<file path="src/design/dpcr_pkg.sv">
// Shared types, constants and helpers of the disc pair collision unit.
// No dependencies.
package dpcr_pkg;

    localparam logic [12:0] RADIUS_RESET = 13'd410;
    localparam logic [33:0] MIN_DIST2    = 34'd17;
    localparam int unsigned QBITS        = 22;
    // stage registers: 6 front stages, one per quotient bit, one output stage
    localparam int unsigned NSTAGE       = 6 + QBITS + 1;

    typedef struct packed {
        logic signed [19:0] avx;
        logic signed [19:0] avz;
        logic signed [19:0] bvx;
        logic signed [19:0] bvz;
        logic               vis;
        logic               hit;
        logic signed [16:0] dx;
        logic signed [16:0] dz;
        logic signed [20:0] dvx;
        logic signed [20:0] dvz;
        logic        [33:0] dxx;
        logic        [33:0] dzz;
        logic signed [37:0] px;
        logic signed [37:0] pz;
        logic        [33:0] d2;
        logic signed [38:0] dot;
        logic        [13:0] magx;
        logic        [13:0] magz;
        logic        [35:0] dotm;
        logic        [49:0] numx;
        logic        [49:0] numz;
        logic        [50:0] remx;
        logic        [50:0] remz;
        logic        [28:0] den;
        logic        [21:0] qx;
        logic        [21:0] qz;
    } t_item;

    function automatic logic signed [19:0] sat_vel(input logic signed [23:0] v);
        logic signed [19:0] r;
        if (v > 24'sd524287) begin
            r = 20'sd524287;
        end else if (v < -24'sd524288) begin
            r = -20'sd524288;
        end else begin
            r = v[19:0];
        end
        return r;
    endfunction

endpackage

</file>
<file path="src/design/dpcr_div_step.sv">
// One restoring division step for the x and z exchange quotients.
// Depends on dpcr_pkg for the item type.
module dpcr_div_step #(
    parameter int unsigned BIT = 0
) (
    input  dpcr_pkg::t_item i_item,
    output dpcr_pkg::t_item o_item
);

    logic [50:0] w_sub;

    assign w_sub = 51'(i_item.den) << BIT;

    always_comb begin
        o_item = i_item;
        if (i_item.remx >= w_sub) begin
            o_item.remx    = i_item.remx - w_sub;
            o_item.qx[BIT] = 1'b1;
        end
        if (i_item.remz >= w_sub) begin
            o_item.remz    = i_item.remz - w_sub;
            o_item.qz[BIT] = 1'b1;
        end
    end

endmodule

</file>
<file path="config.mk">
export PLATFORM = sky130hd
export DESIGN_NAME = dpcr_div_step
export DESIGN_NICKNAME = d
export VERILOG_FILES = /design/src/design/dpcr_pkg.sv /design/src/design/dpcr_div_step.sv
export SDC_FILE = /design/constraint.sdc
export NUM_CORES = 1
export LEC_CHECK = 0
export BUFFER_PORTS_ARGS = -buffer_cell sky130_fd_sc_hd__buf_2
export CELL_PAD_IN_SITES_DETAIL_PLACEMENT = 0
export CELL_PAD_IN_SITES_GLOBAL_PLACEMENT = 1
export CORE_AREA = 2 2 561 563
export DETAILED_ROUTE_END_ITERATION = 8
export DIE_AREA = 0 0 563 565
export GPL_TIMING_DRIVEN = 0
export PLACE_DENSITY = 0.31
export SLEW_MARGIN = 20
export SYNTH_ARGS = -nofsm -noshare
export SYNTH_HDL_FRONTEND = slang
export SYNTH_SLANG_ARGS = --single-unit
export TNS_END_PERCENT = 100
</file>
<file path="constraint.sdc">
create_clock -name vclk -period 9.48
set_clock_uncertainty 0.15 [all_clocks]
set_input_delay 0.948 -clock vclk [all_inputs]
set_output_delay 0.948 -clock vclk [all_outputs]
set_load 0.005 [all_outputs]
</file>
After elaboration in Yosys (flattened, before gate mapping)
Index checks and enable logic that the tools add are counted.
W data, S select, Z words.
{ "word_totals": {"register_bits": 0, "latch_bits": 0, "ramBits": 0, "mem_bits_ro": 0, "inputBits": 714, "word_cells": 8, "mem_count": 0} }
{ "op_classes": {"add_sub_neg": 2, "mul": 0, "n_div": 0, "n_lt_le_gt_ge": 2, "eq_ne": 0, "n_shift": 0, "n_mux": 4, "n_bitwise": 0, "reduce_logical": 0} }
{ "ops": {"columns": ["op", "n"], "rows": [
  ["$ge A51 B29 Y1", 2],
  ["$mux W51", 2],
  ["$sub A51 B29 Y51", 2],
  ["$mux W1", 2]
]} }

Logic depth before layout (Yosys ltp)
Gate-level depths: netlist (run 1).
{ "depth": {"word_depth": 2, "mapped_depth": 13} }

Worst setup path after synthesis (run 1)
No wires, ideal clock.
{ "synth_timing": {"kind": "input -> output", "start": "input port i_item[124] in the netlist's numbering", "end": "output port o_item[162] in the netlist's numbering", "arrival_time_ns": 3.476, "path_slack_ns": 4.906, "path_stages": 12, "path_cell_list": "inv_1 > ha_1 > inv_1 > fa_1 > a211o_1 > a21oi_1 > o21ai_1 > a2111oi_2 > o31ai_1 > or4_4 > nor4_2 > xor2_1"} }
{ "synth_rtl": {"columns": ["element", "line_no", "rtl"], "rows": [
  ["from (decl)", "dpcr_div_step.sv:6", "input dpcr_pkg::t_item i_item,"],
  ["to (decl)", "dpcr_div_step.sv:7", "output dpcr_pkg::t_item o_item"]
]} }

==> results.cfg, run 1 <==
[final_layout]
layout-area-overhead-vs-synth_pct = 95.89
clkbuf_count = 0
flops_and_latches = 0
layout_common_cells = 865 x sky130_fd_sc_hd__buf_2, 613 x sky130_fd_sc_hd__buf_4, 88 x sky130_fd_sc_hd__a21oi_1, 87 x sky130_fd_sc_hd__nand2_1, 74 x sky130_fd_sc_hd__nor2_1
layout.area.seq_um2 = 0
nets = 3075
drive_above_1_share_pct = 66.20
finalCoreUtilization_pct = 6.257
final_area_um2 = 19480
commonest_non_fill_non_tap_cell_in_the_layout = sky130_fd_sc_hd__buf_2
fin_cells = 6475

[detailed_routing]
met1_length_um = 54820
top_layer = met5
avgRoutedWirePerCell_um = 25.42
firstDrtPassIters = 5
dr_wl_met2_um = 75150
drt-total-wl_um = 164600
total_length_of_routed_met3_wires_um = 30230
initialDrtViolationCount = 716
avgViaCountPerCell = 2.126
post-route-drc-count = 0
postRouteAntennaNets = 0
vias = 13760

[timing]
final-max-slew-violation-count = 0
max_slew_margin_pct = 39.26
worst_slew_pin_slew_ns = 0.9036
holdWs_ns = 1.912
hold_viol_final = 0
timing.fmax_mhz = 152.2
post_route_minimum_period_ns = 6.570
rsz0062_at_grt = false
final.setup.tns_ns = 0
worst_slack_ns = 2.910
period_share_pct = 69.30
report.final.setup_viol = 0

[grt]
globalRoute.totalOverflow = 0
antenna_violations_before_repair = 134
grt_start_max_net_pins = 11
first_global_vias = 13570
groute.usage.overall_pct = 9.660
global_route_wire_length_before_repair_um = 189200

[placed_design]
dp_hpwl_um = 158600
numPortBuffers = 846
dpl.cell_count = 6438
gpl.final_weighted_congestion = 0.8426
placed_cell_areas_um2 = 19390
pre_cts_slack_ns = 2.650

[power]
vdd_ir_drop_max_mv = 0.01043
powerDensity_nw_per_um2 = 53.93
power.static_leakage_nw = 8.450
total_power_mw = 1.051

[setup_path]
critical-path-top-cell-by-count = sky130_fd_sc_hd__buf_2
timing.critical_path.fanout_max = 4
critical_path.max_stage_delay_ns = 0.81
setup.worst_path.start_class = input port
crit_required_ns = 8.38
setup.worst_path.class = in2out
setup.worst_path.end_class = output port
slowest_stage = sky130_fd_sc_hd__a311oi_1
cp_cell_sequence = buf_2 > inv_1 > ha_1 > nor2b_1 > o31a_1 > o31ai_1 > o32ai_1 > a311oi_1 > nor4_1 > nor3b_1 > xor2_1 > buf_2
crit_arrival_ns = 5.47

[clocking]
ctsResizeCount = 0
cts.repair_timing.setup_buffer_count = 0
ctsHoldBuffers = 0

[die]
die_height_um = 565
die_width_um = 563
core_region_area_um2 = 311400
placement_rows = 205
initial_utilization_pct = 3.194
floorplan.die_area_um2 = 318100
design.portCount = 1428

[synthesis]
synth_area_leader_cell = sky130_fd_sc_hd__buf_4
synthesis.instances = 1451
yosys_warnings = 0
synth_seq_area_share_pct = 0
number_of_different_library_cells_in_the_post_synthesis_netlist = 67
synth.net_count = 2225
synth.top_cell.area_share_pct = 46.19
synthesis.area_per_instance_um2 = 6.855
synth_area_um2 = 9947
yosys-top-cells-area = sky130_fd_sc_hd__buf_4 46%, sky130_fd_sc_hd__ha_1 7.3%, sky130_fd_sc_hd__xnor2_1 4.8%, sky130_fd_sc_hd__a21oi_1 4.4%, sky130_fd_sc_hd__xor2_1 3.3%

[flow_run]
maxCapViolCount = 0

[status]
result_of_the_run = finished clean

[worst_hold_path]
worst_hold_path_type = in2out
worst paths after layout:
check	startpoint	to	slack, ns	cells past startpoint
hold / removal	i_item[341]	o_item[341]	1.91	2
setup / recovery	i_item[45]	o_item[120]	2.91	12
per-layer routing:
layer | vias up | GRT usage (%)
li1 | 6038 | -
met1 | 6249 | 9.456
met2 | 1129 | 16.02
met3 | 228 | 7.804
met4 | 120 | 1.576
met5 | - | 0
report_power, final:
part / switching [mW] / internal [mW] / total [mW] / leakage [nW]
sequential: 0 / 0 / 0 / 0
combinational: 0.614 / 0.437 / 1.05 / 8.45
clock: 0 / 0.000000422 / 0.000000422 / 0.000232
critical path: cells and delay by family:
kind,cells,cell delay [ns]
AO/OA/AOI/OAI,4,1.94
XOR/XNOR,1,0.60
adder cells (fa/ha/maj),1,0.35
buffers and inverters,3,0.91
AND/OR/NAND/NOR,3,0.70
cell usage after synthesis (13+ instances only):
library cell and n:
sky130_fd_sc_hd__xor2_1 38, sky130_fd_sc_hd__clkbuf_1 20, sky130_fd_sc_hd__a21oi_1 88, sky130_fd_sc_hd__buf_2 19, sky130_fd_sc_hd__nor3_1 29, sky130_fd_sc_hd__mux2_2 14, sky130_fd_sc_hd__nand4_1 29, sky130_fd_sc_hd__nand2_1 87
sky130_fd_sc_hd__ha_1 58, sky130_fd_sc_hd__nand2b_1 13, sky130_fd_sc_hd__nand3_1 36, sky130_fd_sc_hd__xnor2_1 54, sky130_fd_sc_hd__buf_4 612, sky130_fd_sc_hd__a21o_1 18, sky130_fd_sc_hd__nor2_1 74, sky130_fd_sc_hd__o21ai_0 57
sky130_fd_sc_hd__inv_1 49, sky130_fd_sc_hd__nor4_1 17
logic make-up after synthesis:
logic type / after synthesis / share of synthesized area, %
xor gates and xnor gates: 92 / 8.101
AOI/OAI and AO/OA: 240 / 14.97
muxes: 14 / 1.585
and+or+nand+nor: 344 / 17.79
buffers and inverters: 701 / 49.86
adders and majority gates: 60 / 7.698
cell type report:
cell class                      instances  area, µm²
Tap cell                             4140       5180
Fill cell                           37160     291900
Timing Repair Buffer                  848       4249
Inverter                               49      183.9
Buffer                                652       4776
Multi-Input combinational cell        750       5006
Antenna cell                           36      90.09
(Power assumes the default switching activity.)
==> run 2: changes to the inputs <==
Settings changed: CORE_AREA 2 2 561 563 to 2 2 557 559, DIE_AREA 0 0 563 565 to 0 0 559 561, PLACE_DENSITY 0.31 to 0.32.
Clock period 9.48 ns to 5.8 ns, I/O delays scaled along.
==> results.cfg, run 2 (synthesis gave the netlist of run 1 again) <==
[status]
result_of_the_run = finished clean

[setup_path]
critical_path.max_stage_delay_ns = 0.47
critPathBufInv = 7
crit_required_ns = 5.07
cp_cell_sequence = buf_2 > clkinvlp_4 > ha_1 > buf_2 > a21oi_1 > a21boi_0 > o211ai_1 > o2111ai_1 > and3_1 > buf_6 > buf_2 > clkbuf_4 > nand2_1 > o21ai_0 > buf_2
slowest_stage = sky130_fd_sc_hd__a21boi_0
setup.worst_path.start_class = input port
timing.critical_path.max_delay_family = buffers and inverters
setup.worst_path.class = in2out
critical-path-top-cell-by-count = sky130_fd_sc_hd__buf_2
setup.worst_path.end_class = output port
crit_arrival_ns = 4.69
timing.critical_path.fanout_max = 10

[power]
total_power_mw = 1.688
power.static_leakage_nw = 8.442
powerDensity_nw_per_um2 = 86.63
vdd_ir_drop_max_mv = 0.02084

[die]
design.portCount = 1428
die_height_um = 561
initial_utilization_pct = 3.234
placement_rows = 204
core_region_area_um2 = 307600
floorplan.die_area_um2 = 313600
die_width_um = 559

[grt]
antenna_violations_before_repair = 151
global_route_wire_length_before_repair_um = 188900
grt_start_max_net_pins = 11
groute.usage.overall_pct = 9.684
first_global_vias = 13600
globalRoute.totalOverflow = 0

[final_layout]
layout.area.seq_um2 = 0
layout_common_cells = 863 x sky130_fd_sc_hd__buf_2, 614 x sky130_fd_sc_hd__buf_4, 88 x sky130_fd_sc_hd__a21oi_1, 87 x sky130_fd_sc_hd__nand2_1, 74 x sky130_fd_sc_hd__nor2_1
multi_input_logic_area_um2 = 4999
flops_and_latches = 0
nets = 3075
final.fill_count = 36480
finalCoreUtilization_pct = 6.336
drive_above_1_share_pct = 66.20
final_area_um2 = 19490
layout-area-overhead-vs-synth_pct = 95.92
fin_cells = 6466
commonest_non_fill_non_tap_cell_in_the_layout = sky130_fd_sc_hd__buf_2
clkbuf_count = 0

[timing]
worst_slew_pin_slew_ns = 0.9447
rsz0062_at_grt = false
worst_slack_ns = 0.3754
final.setup.tns_ns = 0
hold_viol_final = 0
max_slew_margin_pct = 36.59
report.final.setup_viol = 0
final-max-slew-violation-count = 0
holdWs_ns = 1.175
period_share_pct = 93.53
timing.fmax_mhz = 184.3
post_route_minimum_period_ns = 5.425

[placed_design]
gpl.final_weighted_congestion = 0.8558
pre_cts_slack_ns = 0.02452
placed_cell_areas_um2 = 19360
numPortBuffers = 846
dp_hpwl_um = 155000
dpl.cell_count = 6419

[worst_hold_path]
worst_hold_path_type = in2out

[clocking]
ctsResizeCount = 0
ctsHoldBuffers = 0
cts.repair_timing.setup_buffer_count = 0

[detailed_routing]
avgViaCountPerCell = 2.150
initialDrtViolationCount = 726
avgRoutedWirePerCell_um = 24.83
vias = 13910
drt-total-wl_um = 160600
postRouteAntennaNets = 0
firstDrtPassIters = 5
post-route-drc-count = 0

[flow_run]
maxCapViolCount = 0
==> run 2: cell type report <==
class / instances / area share (%)
Multi-Input combinational cell: 750 / 25.65
Timing Repair Buffer: 848 / 21.80
Tap cell: 4120 / 26.45
Antenna cell: 47 / 0.6035
Inverter: 49 / 0.9630
Buffer: 652 / 24.53
==> run 2: path summary, 6_finish.rpt <==
check / from / end / slack [ns] / cells past startpoint
hold / removal: i_item[365] / o_item[365] / 1.18 / 2
setup / recovery: i_item[54] / o_item[148] / 0.38 / 15
==> run 2: power breakdown <==
part | internal (mW) | switching, mW | total [mW]
clock | 0.00000108 | 0 | 0.00000108
sequential | 0 | 0 | 0
combinational | 0.713 | 0.975 | 1.69
==> run 2: layer usage <==
metal	share of wire (%)	routed length [µm]	global-route usage (%)	up-vias
li1	-	-	-	6056
met1	34	54670	9.579	6372
met2	46	74580	16.28	1135
met3	17	26960	7.303	226
met4	2.2	3580	1.637	116
met5	0.48	775	0	-
